--- config.mk ---
export PLATFORM = sky130hd
export DESIGN_NAME = write_burst_hysteresis_switch_core
export DESIGN_NICKNAME = d
export VERILOG_FILES = /design/src/rtl/wbhs_pkg.sv /design/src/rtl/write_burst_hysteresis_switch_core.sv
export VERILOG_INCLUDE_DIRS = /design/src /design/src/rtl
export SDC_FILE = /design/constraint.sdc
export NUM_CORES = 1
export LEC_CHECK = 0
export ABC_AREA = 1
export BUFFER_PORTS_ARGS = -buffer_cell sky130_fd_sc_hd__buf_4
export CORE_UTILIZATION = 40
export CTS_CLUSTER_SIZE = 30
export DETAILED_ROUTE_END_ITERATION = 10
export GPL_TIMING_DRIVEN = 0
export HOLD_SLACK_MARGIN = 0.03
export PLACE_DENSITY = 0.64
export SLEW_MARGIN = 10
export SYNTH_ARGS = -nofsm -noshare
export SYNTH_HDL_FRONTEND = slang
export SYNTH_SLANG_ARGS = --single-unit
--- constraint.sdc ---
create_clock -name i_clk -period 6.9 [get_ports i_clk]
set_clock_uncertainty 0.1 [all_clocks]
set_input_delay 1.38 -clock i_clk [delete_from_list [all_inputs] [get_ports i_clk]]
set_output_delay 1.38 -clock i_clk [all_outputs]
set_load 0.01 [all_outputs]
--- src/rtl/write_burst_hysteresis_switch_core_assert.svh ---
// assertion macros shared by the write burst hysteresis switch rtl
// each macro expects i_clk and i_rst_n in the scope of the module that uses it
`ifndef WRITE_BURST_HYSTERESIS_SWITCH_CORE_ASSERT_SVH
`define WRITE_BURST_HYSTERESIS_SWITCH_CORE_ASSERT_SVH

// consequent checked in the same cycle as the antecedent
`define WBHS_ASSERT_NOW(label, ante, cons) \
    label: assert property (@(posedge i_clk) disable iff (!i_rst_n) (ante) |-> (cons)) \
        else $error("wbhs assertion failed: same-cycle check");

// consequent checked in the cycle after the antecedent
`define WBHS_ASSERT_NEXT(label, ante, cons) \
    label: assert property (@(posedge i_clk) disable iff (!i_rst_n) (ante) |=> (cons)) \
        else $error("wbhs assertion failed: next-cycle check");

`endif

--- src/rtl/wbhs_pkg.sv ---
// ---------------------------------------------------------------------------
// wbhs_pkg
// types, codes and defaults of the write burst hysteresis switch
// ---------------------------------------------------------------------------
package wbhs_pkg;

    // default parameter values
    localparam int SECTOR_BYTES_DEF = 4096;
    localparam int RUN_BITS_DEF     = 8;

    // fixed field widths
    localparam int SECTORS_W = 32;
    localparam int MS_W      = 32;
    localparam int THR_W     = 48;
    localparam int PERIOD_W  = 8;
    localparam int ACTION_W  = 2;
    localparam int APB_AW    = 5;
    localparam int APB_DW    = 64;

    // bytes per second scale applied to milliseconds
    localparam int MS_PER_S = 1000;

    // action codes
    localparam logic [ACTION_W-1:0] ACT_UPDATE = 2'd0;
    localparam logic [ACTION_W-1:0] ACT_FORCE  = 2'd1;
    localparam logic [ACTION_W-1:0] ACT_RESET  = 2'd2;
    localparam logic [ACTION_W-1:0] ACT_SPARE  = 2'd3;

    // register indexes
    localparam logic [1:0] REG_THRESHOLD      = 2'd0;
    localparam logic [1:0] REG_ENABLE_PER     = 2'd1;
    localparam logic [1:0] REG_DISABLE_PER    = 2'd2;
    localparam logic [1:0] REG_FORCED_DIS_PER = 2'd3;

    // register reset values
    localparam logic [THR_W-1:0]    THRESHOLD_RST      = 48'd52428800;
    localparam logic [PERIOD_W-1:0] ENABLE_PER_RST     = 8'd3;
    localparam logic [PERIOD_W-1:0] DISABLE_PER_RST    = 8'd5;
    localparam logic [PERIOD_W-1:0] FORCED_DIS_PER_RST = 8'd60;

endpackage

--- src/rtl/write_burst_hysteresis_switch_core.sv ---
// ---------------------------------------------------------------------------
// write_burst_hysteresis_switch_core: bandwidth hysteresis write boost switch
// an update runs a multiply and a bit-serial divide (S_MUL, S_DIV) before S_FIN
// a new transaction is taken only in S_IDLE, once the last result is registered
// sync active-low reset: registers to defaults, state cleared, boost off
// ---------------------------------------------------------------------------
`include "write_burst_hysteresis_switch_core_assert.svh"

module write_burst_hysteresis_switch_core #(
    parameter int SECTOR_BYTES = wbhs_pkg::SECTOR_BYTES_DEF,
    parameter int RUN_BITS     = wbhs_pkg::RUN_BITS_DEF
) (
    input  logic                        i_clk,
    input  logic                        i_rst_n,
    // input stream
    input  logic                        i_s_tvalid,
    output logic                        o_s_tready,
    input  logic [63:0]                 i_s_tdata,  // written_sectors[31:0], elapsed_ms[63:32]
    input  logic [1:0]                  i_s_tuser,  // action[1:0]
    // result stream
    output logic                        o_m_tvalid,
    input  logic                        i_m_tready,
    output logic [7:0]                  o_m_tdata,  // boost_on[0], toggle_issued[1],
                                                    // bad_interval[2], zero pad[7:3]
    // configuration port
    input  logic                        psel,
    input  logic                        penable,
    input  logic                        pwrite,
    input  logic [wbhs_pkg::APB_AW-1:0] paddr,
    input  logic [wbhs_pkg::APB_DW-1:0] pwdata,
    output logic [wbhs_pkg::APB_DW-1:0] prdata,
    output logic                        pready
);

    // derived widths
    localparam int SCALE   = SECTOR_BYTES * wbhs_pkg::MS_PER_S;
    localparam int SCALE_W = $clog2(SCALE + 1);
    localparam int PROD_W  = wbhs_pkg::SECTORS_W + SCALE_W;
    localparam int CNT_W   = $clog2(PROD_W);
    localparam int CMP_W   = (PROD_W > wbhs_pkg::THR_W) ? PROD_W : wbhs_pkg::THR_W;
    localparam int RW      = (RUN_BITS > wbhs_pkg::PERIOD_W) ? RUN_BITS : wbhs_pkg::PERIOD_W;
    localparam int MS_W    = wbhs_pkg::MS_W;
    localparam logic [RUN_BITS-1:0] RUN_MAX = {RUN_BITS{1'b1}};

    typedef enum logic [1:0] {S_IDLE, S_MUL, S_DIV, S_FIN} t_state;

    t_state                         r_state;
    logic [CNT_W-1:0]               r_cnt;
    logic [wbhs_pkg::ACTION_W-1:0]  r_action;
    logic                           r_zero;
    logic [wbhs_pkg::SECTORS_W-1:0] r_sectors;
    logic [MS_W-1:0]                r_ms;
    logic [PROD_W-1:0]              r_dvd;
    logic [MS_W-1:0]                r_rem;

    logic [RUN_BITS-1:0]            r_high_run;
    logic [RUN_BITS-1:0]            r_low_run;
    logic                           r_forced;
    logic                           r_decision;

    logic                           r_out_valid;
    logic [2:0]                     r_out_data;

    logic [wbhs_pkg::THR_W-1:0]     r_thr;
    logic [wbhs_pkg::PERIOD_W-1:0]  r_en_per;
    logic [wbhs_pkg::PERIOD_W-1:0]  r_dis_per;
    logic [wbhs_pkg::PERIOD_W-1:0]  r_fdis_per;

    // handshakes
    logic s_xact;
    logic upd_start;
    logic out_free;
    logic fin_fire;
    logic cfg_wr;
    logic [1:0] cfg_idx;

    assign o_s_tready = (r_state == S_IDLE);
    assign s_xact     = i_s_tvalid && o_s_tready;
    assign upd_start  = s_xact && (i_s_tuser == wbhs_pkg::ACT_UPDATE)
                        && (i_s_tdata[63:32] != '0);
    assign out_free   = !r_out_valid || i_m_tready;
    assign fin_fire   = (r_state == S_FIN) && out_free;
    assign o_m_tvalid = r_out_valid;
    assign o_m_tdata  = {5'd0, r_out_data};
    assign pready     = 1'b1;
    assign cfg_idx    = paddr[4:3];
    assign cfg_wr     = psel && penable && pwrite && pready;

    // divider step: shift in next dividend bit, subtract divisor when it fits
    logic [MS_W:0] trial;
    logic          fits;
    logic [MS_W:0] trial_diff;

    assign trial      = {r_rem, r_dvd[PROD_W-1]};
    assign fits       = trial >= {1'b0, r_ms};
    assign trial_diff = trial - {1'b0, r_ms};

    // decision logic evaluated in the final state
    logic                bw_ge;
    logic [RUN_BITS-1:0] hi_inc;
    logic [RUN_BITS-1:0] lo_inc;
    logic [RUN_BITS-1:0] n_high;
    logic [RUN_BITS-1:0] n_low;
    logic                n_forced;
    logic                n_decision;
    logic                n_toggle;
    logic                n_bad;
    logic                target;

    assign bw_ge  = CMP_W'(r_dvd) >= CMP_W'(r_thr);
    assign hi_inc = (r_high_run == RUN_MAX) ? RUN_MAX : r_high_run + 1'b1;
    assign lo_inc = (r_low_run == RUN_MAX) ? RUN_MAX : r_low_run + 1'b1;

    always_comb begin
        n_high     = r_high_run;
        n_low      = r_low_run;
        n_forced   = r_forced;
        n_decision = r_decision;
        n_toggle   = 1'b0;
        n_bad      = 1'b0;
        target     = r_decision;
        priority if (r_action == wbhs_pkg::ACT_UPDATE) begin
            if (r_zero) begin
                n_bad = 1'b1;
            end else begin
                n_high = bw_ge ? hi_inc : '0;
                n_low  = bw_ge ? '0 : lo_inc;
                if (RW'(n_high) >= RW'(r_en_per)) begin
                    target = 1'b1;
                end
                if (!r_forced && (RW'(n_low) >= RW'(r_dis_per))) begin
                    target = 1'b0;
                end
                if (r_forced && (RW'(n_low) >= RW'(r_fdis_per))) begin
                    target = 1'b0;
                end
                if (target != r_decision) begin
                    n_toggle   = 1'b1;
                    n_forced   = r_forced && target;
                    n_decision = target;
                end
            end
        end else if (r_action == wbhs_pkg::ACT_FORCE) begin
            n_high     = '0;
            n_low      = '0;
            n_forced   = 1'b1;
            n_decision = 1'b1;
            n_toggle   = 1'b1;
        end else if (r_action == wbhs_pkg::ACT_RESET) begin
            n_high     = '0;
            n_low      = '0;
            n_forced   = 1'b0;
            n_decision = 1'b0;
            n_toggle   = 1'b1;
        end
    end

    // sequencer, shared divider datapath and result register
    always_ff @(posedge i_clk) begin
        if (!i_rst_n) begin
            r_state     <= S_IDLE;
            r_cnt       <= '0;
            r_high_run  <= '0;
            r_low_run   <= '0;
            r_forced    <= 1'b0;
            r_decision  <= 1'b0;
            r_out_valid <= 1'b0;
        end else begin
            if (r_out_valid && i_m_tready && !fin_fire) begin
                r_out_valid <= 1'b0;
            end
            unique case (r_state)
                S_IDLE: begin
                    if (s_xact) begin
                        r_action  <= i_s_tuser;
                        r_sectors <= i_s_tdata[31:0];
                        r_ms      <= i_s_tdata[63:32];
                        r_zero    <= (i_s_tdata[63:32] == '0);
                        if (upd_start) begin
                            r_state <= S_MUL;
                        end else begin
                            r_state <= S_FIN;
                        end
                    end
                end
                S_MUL: begin
                    r_dvd   <= PROD_W'(r_sectors) * PROD_W'(SCALE);
                    r_rem   <= '0;
                    r_cnt   <= CNT_W'(PROD_W - 1);
                    r_state <= S_DIV;
                end
                S_DIV: begin
                    r_rem <= fits ? trial_diff[MS_W-1:0] : trial[MS_W-1:0];
                    r_dvd <= {r_dvd[PROD_W-2:0], fits};
                    r_cnt <= r_cnt - 1'b1;
                    if (r_cnt == '0) begin
                        r_state <= S_FIN;
                    end
                end
                S_FIN: begin
                    if (out_free) begin
                        r_high_run  <= n_high;
                        r_low_run   <= n_low;
                        r_forced    <= n_forced;
                        r_decision  <= n_decision;
                        r_out_data  <= {n_bad, n_toggle, n_decision};
                        r_out_valid <= 1'b1;
                        r_state     <= S_IDLE;
                    end
                end
                default: begin
                    r_state <= S_IDLE;
                end
            endcase
        end
    end

    // configuration registers
    always_ff @(posedge i_clk) begin
        if (!i_rst_n) begin
            r_thr      <= wbhs_pkg::THRESHOLD_RST;
            r_en_per   <= wbhs_pkg::ENABLE_PER_RST;
            r_dis_per  <= wbhs_pkg::DISABLE_PER_RST;
            r_fdis_per <= wbhs_pkg::FORCED_DIS_PER_RST;
        end else if (cfg_wr) begin
            unique case (cfg_idx)
                wbhs_pkg::REG_THRESHOLD:      r_thr      <= pwdata[wbhs_pkg::THR_W-1:0];
                wbhs_pkg::REG_ENABLE_PER:     r_en_per   <= pwdata[wbhs_pkg::PERIOD_W-1:0];
                wbhs_pkg::REG_DISABLE_PER:    r_dis_per  <= pwdata[wbhs_pkg::PERIOD_W-1:0];
                wbhs_pkg::REG_FORCED_DIS_PER: r_fdis_per <= pwdata[wbhs_pkg::PERIOD_W-1:0];
                default: begin
                end
            endcase
        end
    end

    // register read back
    always_comb begin
        unique case (cfg_idx)
            wbhs_pkg::REG_THRESHOLD:      prdata = wbhs_pkg::APB_DW'(r_thr);
            wbhs_pkg::REG_ENABLE_PER:     prdata = wbhs_pkg::APB_DW'(r_en_per);
            wbhs_pkg::REG_DISABLE_PER:    prdata = wbhs_pkg::APB_DW'(r_dis_per);
            wbhs_pkg::REG_FORCED_DIS_PER: prdata = wbhs_pkg::APB_DW'(r_fdis_per);
            default:                      prdata = '0;
        endcase
    end

    // checks on the sequencer and the decision state
    `WBHS_ASSERT_NOW(a_forced_implies_on, r_forced, r_decision)
    `WBHS_ASSERT_NOW(a_out_matches_decision, r_out_valid, r_out_data[0] == r_decision)
    `WBHS_ASSERT_NOW(a_bad_never_toggles, r_out_valid, !(r_out_data[1] && r_out_data[2]))
    `WBHS_ASSERT_NEXT(a_update_starts_mul, upd_start, r_state == S_MUL)
    `WBHS_ASSERT_NOW(a_result_from_fin, $rose(r_out_valid), $past(r_state == S_FIN))

endmodule

**After elaboration in Yosys (flattened, before gate mapping)**

Index checks and enable logic that the tools add are counted.

- Bits in registers: 255
- Bits in latches: 0
- RAM bits: 0
- ROM bits: 0
- Input bits: 142
- Output and inout bits: 75
- Word-level logic and storage cells: 124
- Memories: 0

- $add $sub $neg: 4
- Multiply operators: 1
- Divide/modulo/power cells: 0
- Order comparisons: 5
- Eq/ne operators: 16
- Shift operators: 0
- Muxes and demuxes: 44
- Bitwise logic cells: 0
- Reductions and logical operators: 35

Operator list:

| cell | number |
|---|---|
| 64-bit one-hot mux with 4 select lines | 1 |
| 54-bit one-hot mux with 2 select lines | 1 |
| 8-bit 2-to-1 mux | 10 |
| 32-bit one-hot mux with 2 select lines | 1 |
| 54-bit by 48-bit >= comparator with 1-bit output | 1 |
| 32-bit by 7-bit multiplier with 39-bit output, second input constant | 1 |
| 33-bit by 32-bit >= comparator with 1-bit output | 1 |
| 32-bit zero test | 1 |
| 32-bit 2-to-1 mux | 1 |
| 32-bit nonzero test | 1 |
| 32-bit subtractor | 1 |
| 8-bit >= comparator | 3 |
| 1-bit 2-to-1 mux | 24 |
| 8-bit by 1-bit adder with 8-bit output, second input constant | 2 |
| 8-bit == test, second input constant | 2 |
| 6-bit one-hot mux with 2 select lines | 1 |
| 2-bit AND reduction | 6 |
| 1-bit logical AND | 11 |
| 2-bit == test, second input constant | 5 |
| 3-bit AND reduction | 3 |
| 2-bit zero test | 4 |
| 2-bit 2-to-1 mux | 4 |
| 2-bit one-hot mux with 4 select lines | 1 |
| 2-bit by 1-bit == test with 1-bit output, second input constant | 3 |
| 11 further kinds | 16 |

**Depth between registers and ports, before layout**

Gate-level depths: netlist of the first run.

- Depth after elaboration: 13
- Gate-level depth with buffers: 28
- Depth with buffers taken out: 27

**Worst setup path before layout of the first run**

No wires, ideal clock.

- Path type: input port to flip-flop
- Start: input i_rst_n
- End: register r_action[0] (netlist bit), enable pin
- Setup time: 0.574 ns
- Data arrival time: 6.099 ns
- Data required time: 6.226 ns
- Setup slack: 0.127 ns
- Stages on the path: 2
- Path buffers: 0
- Cell sequence: clkinv_1 > nor3_1

- Word-level cells in the longest chain between the ends: 1

RTL lines:

| element | line | text |
|---|---|---|
| start, declared | write_burst_hysteresis_switch_core.sv:14 | `input logic i_rst_n,` |
| 3-bit AND reduction (no source line) | n/a |  |
| end signal, assigned | write_burst_hysteresis_switch_core.sv:175 | `r_action <= i_s_tuser;` |
| end, declared | write_burst_hysteresis_switch_core.sv:49 | `logic [wbhs_pkg::ACTION_W-1:0] r_action;` |

Every way passes these cells.
A chain may end at the register's enable or synchronous reset.

**Worst setup path after layout of the first run**

- Start: register r_sectors[1] (netlist bit)
- End: register r_dvd[47] (data pin)

- Word-level cells in the longest chain between the ends: 2

RTL lines:

| element | line | text |
|---|---|---|
| start, declared | write_burst_hysteresis_switch_core.sv:51 | `logic [wbhs_pkg::SECTORS_W-1:0] r_sectors;` |
| start signal, assigned | write_burst_hysteresis_switch_core.sv:176 | `r_sectors <= i_s_tdata[31:0];` |
| 32-bit by 7-bit multiplier with 39-bit output | write_burst_hysteresis_switch_core.sv:187 | `r_dvd <= PROD_W'(r_sectors) * PROD_W'(SCALE);` |
| 54-bit one-hot mux with 2 select lines | write_burst_hysteresis_switch_core.sv:172 | `unique case (r_state)` |
| end signal, assigned | write_burst_hysteresis_switch_core.sv:187 |  |
| end signal, assigned | write_burst_hysteresis_switch_core.sv:194 | `r_dvd <= {r_dvd[PROD_W-2:0], fits};` |
| end, declared | write_burst_hysteresis_switch_core.sv:53 | `logic [PROD_W-1:0] r_dvd;` |

Every way passes these cells.

==> impl_metrics.ini, run 1 <==
[outcome]
outcome = complete, no violations

[floorplan]
start_util_pct = 40.4
dieArea_um2 = 51400
die_h_um = 227
rows = 82
fp.dieW_um = 227
boundaryPins = 217
coreArea_um2 = 50000

[cts]
cts_resized = 0
cts_made_buffers = 30
cts.sinks = 255
root_buffer = clkbuf_16
clk_pin_slew_ps = 60
insertion_delay_ps = 590
cts_tree = yes
cts_buffer_depth = 3
post_cts_buffers = 0
hold_buffers = 0
htree_levels = 1

[timing]
layout_min_cycle_time_ps = 4970
setup_viol = 0
hold_viol_final = 0
slew_violations = 0
worst_pin_slew_ps = 900
totalNegativeSetupSlack_ps = 0
rsz0062_at_grt = false
fmax_mhz = 201
final.period_utilization_pct = 72.1
slew_headroom_pct = 39.4

[critical_path]
slowest_delay_ps = 600
r2r-start = r_sectors[1]
cp_cell_sequence = fa_1 > inv_1 > fa_1 > fa_1 > inv_1 > fa_1 > ha_1 > nand2_1 > o21ai_0 > nor2_1 > o21ai_0 > nand3b_1 > nand2_1 > nand2_1 > nand3_1 > nand2_1
startpoint = r_sectors[1]
critical_path.endpoint_type = flop
start_kind = flop
critical_path_class = reg -> reg
cp.required_ps = 7140
cp_data_arrival_time_ps = 5210
cp_slowest_cell = fa_1
worstPathMaxFanout = 5

[detailed_routing]
top_layer = met4
avgViaCountPerCell = 5.08
drt_first_pass_iters = 7
drt-wirelength-per-cell_um = 16.4
drc = 0
wl_met3_mm = 2.64
antenna_left = 0
dr.first_iter.drc_count = 1300
wirelength_mm = 56.1
via_count = 17300
wl_met2_mm = 27.5
wl_met1_mm = 24.4

[synth]
synth_edf_count = 156
synth_cell_types = 49
ys_seq_elements = 255
ys.flop_type = edfxtp_1
synthArstFlopShare_pct = 0
ys_warn_count = 0
seq_area_frac_synth_pct = 33.0
syn-instance-count = 2485
avgSynthCellArea_um2 = 8.13
syn_area_um2 = 20200

[power_and_ir_drop]
irDropWorstVdd_mv = 0.335
power.leakage_nw = 10.6
p_per_area_nw_per_um2 = 510

[place]
portBuffers = 175
hpwl_mm = 46.0
gp_congestion = 0.938

[cells_and_area]
fin_util_pct = 47.1
drive_gt1_share_pct = 11.2
n_antenna_cell = 0
final_common_cell = nand2_1
area_delta_synth_final_pct = 16.4
layout_common_cells = nand2_1 (571), inv_1 (303), nor2_1 (263)
nNetsFinal = 3180

[global_routing]
grt_first_pass_wirelength_mm = 91.0
grt_max_degree = 55
grt_pass1_vias = 17500
grt_usage_pct = 22.4
grt.overflow.total = 0
antenna_found_initial = 0

[run]
cap_violations = 0

[worst_hold_path]
hp-class = reg -> reg
holdCritStartpoint = r_cnt[0]
[cell usage after synthesis (5+ instances only)]
| master | n | area (um^2) |
|---|---|---|
| nand2_1 | 571 | 2140 |
| inv_1 | 304 | 1140 |
| nor2_1 | 263 | 987 |
| a21oi_1 | 208 | 1040 |
| ha_1 | 200 | 2500 |
| edfxtp_1 | 156 | 4680 |
| o21ai_0 | 147 | 736 |
| fa_1 | 119 | 2380 |
| nand3_1 | 105 | 526 |
| dfxtp_1 | 99 | 1980 |
| clkbuf_1 | 39 | 146 |
| nand4_1 | 39 | 244 |
| nand3b_1 | 36 | 270 |
| buf_4 | 24 | 180 |
| xor2_1 | 19 | 166 |
| nor3_1 | 18 | 90.1 |
| nor2_2 | 13 | 81.3 |
| or2_2 | 13 | 81.3 |
| xnor2_1 | 12 | 105 |
| nor4_1 | 10 | 62.6 |
| o211ai_1 | 9 | 67.6 |
| a21o_1 | 7 | 52.6 |
| a31oi_1 | 7 | 43.8 |
| o21a_1 | 7 | 52.6 |
| o21bai_1 | 7 | 52.6 |
| nand2_2 | 6 | 37.5 |
| buf_2 | 5 | 25.0 |
[cells by family after synthesis]
kind of cell,Yosys count,synth area share [%]
AOI/OAI and AO/OA,407,10.7
xor gates and xnor gates,31,1.34
adders and majority gates,319,24.2
buffers and inverters,385,7.78
DFF,255,33.0
other,2,0.0372
and+or+nand+nor,1086,23.0
[cell type report]
class | instances | area, um^2
fillers | 4915 | 26400
multi-input cells | 1865 | 12000
flip-flops and latches | 255 | 6670
repair buffers | 182 | 1390
inverters | 310 | 1170
clock buffers | 49 | 957
well taps | 672 | 841
plain buffers | 75 | 404
clock inverters | 7 | 42.5
[worst paths after layout]
path,cells past startpoint,slack [ps],end
worst min-delay path,1,370,r_cnt[0]
worst min register to register,1,370,r_cnt[0]
worst max register to register,16,1930,r_dvd[47]
worst max-delay path,16,1930,r_dvd[47]
[power breakdown]
group	total [W]	internal (W)	switching, W
Clock	0.00160	0.000942	0.000656
Sequential	0.00244	0.00222	0.000214
Combinational	0.00797	0.00281	0.00515
[per-stage QoR]
step                      setup WS [ps]  instance area (um^2)  cells  hold slack (ps)  total power (W)
after floorplan                     127                 20300   2505              331          0.00814
after global placement            -2730                 22400   3352              352           0.0104
after detailed placement           1980                 22500   3359              367           0.0104
after CTS                          1950                 23500   3415              374           0.0121
after global routing               1640                 23500   3415              417           0.0133
final                              1930                 23500   3415              369           0.0120
[critical path, delay by kind of cell, from the launching register on]
family / cells / cell delay [ps]
flip-flops: 1 / 540
buffers and inverters: 2 / 130
AND/OR/NAND/NOR: 7 / 780
AO/OA/AOI/OAI: 2 / 690
adder cells (fa/ha/maj): 5 / 2480
[registers in the layout, indices dropped and copies added, names as in the netlist]
register and count:
o_m_tvalid 1, r_action 2, r_cnt 6, r_decision 1, r_dis_per 8, r_dvd 54, r_en_per 8, r_fdis_per 8
r_forced 1, r_high_run 8, r_low_run 8, r_ms 32, r_out_data 3, r_rem 32, r_sectors 32, r_state 2
r_thr 48, r_zero 1
[metal layers]
| metal | GRT usage [%] | vias to the layer above |
|---|---|---|
| met5 | 0 | - |
| met3 | 2.48 | 85 |
| met2 | 39.4 | 412 |
| met1 | 28.8 | 8189 |
| met4 | 6.56 | 0 |
| li1 | - | 8648 |
Note: power is estimated with default switching activity, not from simulation.
==> inputs of run 2 (changes only) <==
--- a/config.mk
+++ b/config.mk
@@ -6,14 +6,14 @@
 export SDC_FILE = /design/constraint.sdc
 export NUM_CORES = 1
 export LEC_CHECK = 0
-export ABC_AREA = 1
+export ABC_AREA = 0
 export BUFFER_PORTS_ARGS = -buffer_cell sky130_fd_sc_hd__buf_4
 export CORE_UTILIZATION = 40
 export CTS_CLUSTER_SIZE = 30
 export DETAILED_ROUTE_END_ITERATION = 10
 export GPL_TIMING_DRIVEN = 0
 export HOLD_SLACK_MARGIN = 0.03
-export PLACE_DENSITY = 0.64
+export PLACE_DENSITY = 0.62
 export SLEW_MARGIN = 10
 export SYNTH_ARGS = -nofsm -noshare
 export SYNTH_HDL_FRONTEND = slang
==> constraint.sdc (replaced) <==
create_clock -name i_clk -period 5.01 [get_ports i_clk]
set_clock_uncertainty 0.1 [all_clocks]
set_input_delay 1.002 -clock i_clk [delete_from_list [all_inputs] [get_ports i_clk]]
set_output_delay 1.002 -clock i_clk [all_outputs]
set_load 0.01 [all_outputs]
==> run 2 against run 1 <==
Die area shrank 4.6%. Clock power grew 31%. Critical path type unchanged. Register-to-register slack worse by 1900 ps.
==> impl_metrics.ini, run 2 <==
[outcome]
outcome = complete, no violations

[synth]
ys.flop_type = edfxtp_1
seq_area_frac_synth_pct = 34.6
yosys.area.top_type = edfxtp_1
avgSynthCellArea_um2 = 9.96
synthArstFlopShare_pct = 0
synthTopCellsByArea = edfxtp_1 (24%), ha_1 (13%), fa_1 (12%)
synth.top_cell.area_share_pct = 24.3
synth_cell_types = 78
syn_area_um2 = 19300
syn-instance-count = 1934
ys_seq_elements = 255
synth_most_common_cell = nand2_1
yosys-top-cells-count = nand2_1 (228), ha_1 (200), edfxtp_1 (156), inv_1 (151), fa_1 (119)
synth_edf_count = 156
ys_warn_count = 0

[critical_path]
rrSetupSlack_ps = 10
start_kind = flop
cp_data_arrival_time_ps = 5340
critical_path_class = reg -> reg
cpMostUsedCell = fa_1
worstPathMaxFanout = 8
cp.required_ps = 5350
critical_path.endpoint_type = flop
path_buf_inv = 1
cp_cell_sequence = fa_1 > fa_1 > fa_1 > fa_1 > ha_1 > buf_6 > a21oi_4 > o21ai_4 > nor4b_4 > a31oi_4 > a41oi_2 > nor2_2 > a2111o_1 > a2111o_1 > nand4_1
slowest_delay_ps = 600
startpoint = r_sectors[12]
worstReg2RegEnd = r_dvd[53]
r2r-start = r_sectors[12]
cp_top_family = adder cells
cp_slowest_cell = fa_1
r2r.worst_path.cells = 15

[global_routing]
grt_usage_pct = 20.8
grt.overflow.total = 0
grt_max_degree = 61
antenna_found_initial = 0
grt_first_pass_wirelength_mm = 81.0
grt_pass1_vias = 15300

[worst_hold_path]
hold_path_depth = 2
hp-class = reg -> reg
holdCritStartpoint = r_thr[39]
worstHoldEndpoint = r_thr[39]

[power_and_ir_drop]
power.leakage_nw = 9.40
irDropWorstVdd_mv = 0.433
p_per_area_nw_per_um2 = 744

[cells_and_area]
nNetsFinal = 2677
largest_reg_flops = 54
top_regs = r_dvd (54), r_thr (48)
area_delta_synth_final_pct = 21.0
fin_util_pct = 48.9
fin_area_um2 = 23300
top_register = r_dvd
layout_common_cells = buf_4 (246), nand2_1 (226), ha_1 (181)
drive_gt1_share_pct = 18.2
n_antenna_cell = 0
final_common_cell = buf_4

[detailed_routing]
wirelength_mm = 51.9
via_count = 15200
wl_met3_mm = 2.36
drt-wirelength-per-cell_um = 18.2
drt_first_pass_iters = 5
drc = 0
top_layer = met4
avgViaCountPerCell = 5.32
wl_met2_mm = 24.7
antenna_left = 0
wl_met1_mm = 23.4
dr.first_iter.drc_count = 864

[cts]
hold_buffers = 0
clk_pin_slew_ps = 60
cts_tree = yes
cts_made_buffers = 29
htree_levels = 1
cts_buffer_depth = 3
root_buffer = clkbuf_16
cts.sinks = 255
insertion_delay_ps = 600

[floorplan]
rows = 80
die_h_um = 221
start_util_pct = 40.4
dieArea_um2 = 49000
boundaryPins = 217
fp.dieW_um = 221
coreArea_um2 = 47600

[place]
hpwl_mm = 40.8
placed_area_um2 = 21500
gp_congestion = 0.904
portBuffers = 172

[timing]
setup_viol = 0
hold_viol_final = 0
fmax_mhz = 200
final.period_utilization_pct = 99.8
slew_headroom_pct = 31.4
worst_pin_slew_ps = 1030
rsz0062_at_grt = true
layout_min_cycle_time_ps = 5000
slew_violations = 0

[run]
cap_violations = 0
## run 2: cell count changes in the layout (fill, tap and decap cells not counted), moves of 42 or more
cell	previous run	this run
a21boi_0	4	55
nand2_1	571	226
nand3_1	105	35
a21oi_1	208	92
o21ai_0	147	97
buf_4	204	246
inv_1	303	151
nor2_1	263	91
## run 2: final cells by class
class	count	area (um^2)
fill	4412	24300
multi-input combinational	1454	12100
sequential	255	6670
timing repair buffer	232	1810
clock buffer	44	863
tap	615	769
inverter	152	571
buffer	92	458
clock inverter	9	60.1
## run 2: worst max path at each step
stage	cells after the start	end	slack [ps]
2_1_floorplan	15	r_dvd[53]	30
3_3_place_gp	16	r_dvd[48]	-590
3_5_place_dp	16	r_dvd[48]	-610
4_1_cts	16	r_dvd[48]	-20
5_1_grt	15	r_dvd[53]	-190
6_report	15	r_dvd[53]	10
## run 2: worst reg2reg max path, delay by kind of cell (launching register included)
| kind | cells | cell delay [ps] |
|---|---|---|
| adder cells (fa/ha/maj) | 5 | 2280 |
| AO/OA/AOI/OAI | 6 | 1370 |
| flip-flops | 1 | 500 |
| AND/OR/NAND/NOR | 3 | 440 |
| buffers and inverters | 1 | 140 |
## run 2: cell families (layout without fill, tap and decap cells)
logic type / Yosys count / count (layout) / share of synthesized area, %
buf+inv: 245 / 529 / 5.35
other cells: 2 / 22 / 0.0390
xor+xnor: 61 / 61 / 2.77
mux: 48 / 48 / 3.05
flops: 255 / 255 / 34.6
compound gates: 449 / 449 / 15.3
fa+ha+maj: 319 / 319 / 25.4
simple gates: 555 / 555 / 13.5
## run 2: power breakdown
group / leakage [nW] / internal [W] / total (W) / switching [W]
clock network: 0.463 / 0.00119 / 0.00209 / 0.000904
registers: 2.26 / 0.00311 / 0.00338 / 0.000271
logic: 6.67 / 0.00538 / 0.0119 / 0.00649
total: 9.40 / 0.00967 / 0.0173 / 0.00767
## run 2: what timing repair did
action	4_1_cts	5_1_grt
setup endpoints to repair	16	17
setup buffers	40	18
resized for setup	52	50
pin swaps	42	47
## run 2: layer usage
metal	GRT usage, %	vias up
li1	-	7400
met5	0	-
met4	6.61	0
met3	2.03	68
met1	27.8	7371
met2	35.3	342
## run 2: stage by stage
stage | setup TNS [ps] | cells | setup slack (ps) | hold WS [ps] | power (W)
after CTS | -41.9 | 2836 | -18.1 | 367 | 0.0164
after detailed placement | -3520 | 2743 | -607 | 359 | 0.0133
final | 0 | 2853 | 9.77 | 365 | 0.0173
after floorplan | 0 | 1954 | 26.4 | 343 | 0.0110
after global placement | -48790 | 2741 | -590 | 352 | 0.0131
after global routing | -768 | 2853 | -190 | 383 | 0.0188
==> inputs of run 3 (changes only) <==
--- a/config.mk
+++ b/config.mk
@@ -6,7 +6,7 @@
 export SDC_FILE = /design/constraint.sdc
 export NUM_CORES = 1
 export LEC_CHECK = 0
-export ABC_AREA = 0
+export ABC_AREA = 1
 export BUFFER_PORTS_ARGS = -buffer_cell sky130_fd_sc_hd__buf_4
 export CORE_UTILIZATION = 40
 export CTS_CLUSTER_SIZE = 30
==> run 3 against run 2 <==
Register-to-register slack better by 210 ps. Count of clock-buffer cells in the layout is 7 lower. Non-clock buffer count is 63 lower. First-iteration DRC count is 36% higher. Largest power group unchanged. Highest routed layer unchanged. Combinational power is 8% lower. Critical path depth stayed put. Sequential power hardly changed. Via count is 15% higher. Clock power is 10% higher. Sequential share of layout area is 0.36 points lower. Maximum frequency is 4.3% higher. Routed wire length is 9.3% higher.
==> impl_metrics.ini, run 3 (synthesized netlist as in run 1, its figures left out) <==
[outcome]
outcome = complete, no violations

[critical_path]
cp.required_ps = 5270
critical_path.endpoint_type = flop
cp_slowest_cell = fa_1
r2r-start = r_sectors[1]
path_buf_inv = 1
start_kind = flop
slowest_delay_ps = 580
cp_data_arrival_time_ps = 5050
worstReg2RegEnd = r_dvd[43]
critical_path_class = reg -> reg
cp_cell_sequence = buf_4 > fa_1 > fa_1 > fa_1 > fa_1 > ha_1 > nand2_1 > o21ai_0 > nor2_1 > o21ai_0 > nand2_1 > nand3_1 > nand2_1 > nand3_1 > nand2_1
startpoint = r_sectors[1]
r2r.worst_path.cells = 15
rrSetupSlack_ps = 220
worstPathMaxFanout = 5
cp_top_family = adder cells

[timing]
fmax_mhz = 209
whs_ps = 368
setup_viol = 0
worst_pin_slew_ps = 986
hold_viol_final = 0
rsz0062_at_grt = false
layout_min_cycle_time_ps = 4790
slew_violations = 0
fin_ws_ps = 218
slew_headroom_pct = 33.7
final.period_utilization_pct = 95.6

[detailed_routing]
antenna_left = 0
wirelength_mm = 56.7
via_count = 17400
drt_first_pass_iters = 8
drc = 0
avgViaCountPerCell = 5.10
drt-wirelength-per-cell_um = 16.6
dr.first_iter.drc_count = 1179

[cells_and_area]
top_regs = r_dvd (54), r_thr (48)
fin_area_um2 = 23600
area_delta_synth_final_pct = 16.8
largest_reg_flops = 54
final_cells = 3419
top_register = r_dvd
n_antenna_cell = 0
drive_gt1_share_pct = 11.4
layout_common_cells = nand2_1 (570), inv_1 (303), nor2_1 (263)
final_common_cell = nand2_1
nNetsFinal = 3184

[cts]
cts.sinks = 255
htree_levels = 1
cts_made_buffers = 30
root_buffer = clkbuf_16
hold_buffers = 0
cts_tree = yes
cts_buffer_depth = 3
insertion_delay_ps = 600
clk_pin_slew_ps = 60

[floorplan]
start_util_pct = 40.4
rows = 82
coreArea_um2 = 50000
die_h_um = 227
boundaryPins = 217
dieArea_um2 = 51400
fp.dieW_um = 227

[power_and_ir_drop]
power.total_w = 0.0167
p_per_area_nw_per_um2 = 706
power.leakage_nw = 10.6
irDropWorstVdd_mv = 0.451

[run]
cap_violations = 0

[place]
hpwl_mm = 46.2
placed_area_um2 = 22500
portBuffers = 175
dp_slack_ps = 134
gp_congestion = 0.937
dp_cells = 3357

[worst_hold_path]
hp-class = reg -> reg
worstHoldEndpoint = r_high_run[4]
holdCritStartpoint = r_high_run[4]
hold_path_depth = 2

[global_routing]
grt_max_degree = 55
antenna_found_initial = 0
grt_usage_pct = 22.6
grt_pass1_vias = 17400
grt.overflow.total = 0
grt_first_pass_wirelength_mm = 91.5
## run 3: cell types whose count changed in the layout (fill, tap and decap cells not counted), moves of 49 or more
cell      delta
a21oi_1    +115
nand2_1    +344
o21ai_0     +49
a21boi_0    -51
nand3_1     +70
nor2_1     +172
inv_1      +152
## run 3: power breakdown
group / internal, W / switching (W)
clock network: 0.00136 / 0.000940
logic: 0.00388 / 0.00712
registers: 0.00306 / 0.000295
## run 3: metal layers
layer / vias to the layer above / global-route usage (%) / routed length, um / part of all wire, %
met4: 0 / 6.91 / 1720 / 3.0
met3: 89 / 1.96 / 2280 / 4.0
met5: - / 0 / 0 / 0
met2: 387 / 39.5 / 27700 / 49
met1: 8300 / 29.5 / 25000 / 44
li1: 8655 / - / - / -
## run 3: repair_timing
item	in CTS	in global routing
resized for setup	0	3
buffers inserted	0	6
endpoints found under the setup margin	0	7
## run 3: worst min-delay path, cell delays in order (launching register included)
cell,delay (ps)
dfxtp_1,310
nand2_1,60
a21oi_1,50
## run 3: area by class of cell
| type | count | area, um^2 |
|---|---|---|
| well taps | 672 | 841 |
| flip-flops and latches | 255 | 6670 |
| fillers | 5003 | 26400 |
| repair buffers | 186 | 1440 |
| inverters | 310 | 1170 |
| plain buffers | 75 | 404 |
| multi-input cells | 1865 | 12100 |
| clock buffers | 37 | 818 |
| clock inverters | 19 | 204 |
## run 3: worst max-delay path by stage
stage	endpoint	slack (ps)	depth (start not counted)
global route	r_dvd[43]	9	15
detailed placement	r_dvd[36]	130	18
floorplan	r_action[0]	670	2
global placement	r_sectors[31]	-1050	3
CTS	r_dvd[36]	120	18
finish	r_dvd[43]	220	15
## run 3: per-stage QoR
stage / setup TNS [ps] / utilization (%)
after CTS: 0 / 47.1
after global routing: 0 / 47.2
after detailed placement: 0 / 45.1
final: 0 / 47.2
after floorplan: 0 / -
after global placement: -69090 / 44.9
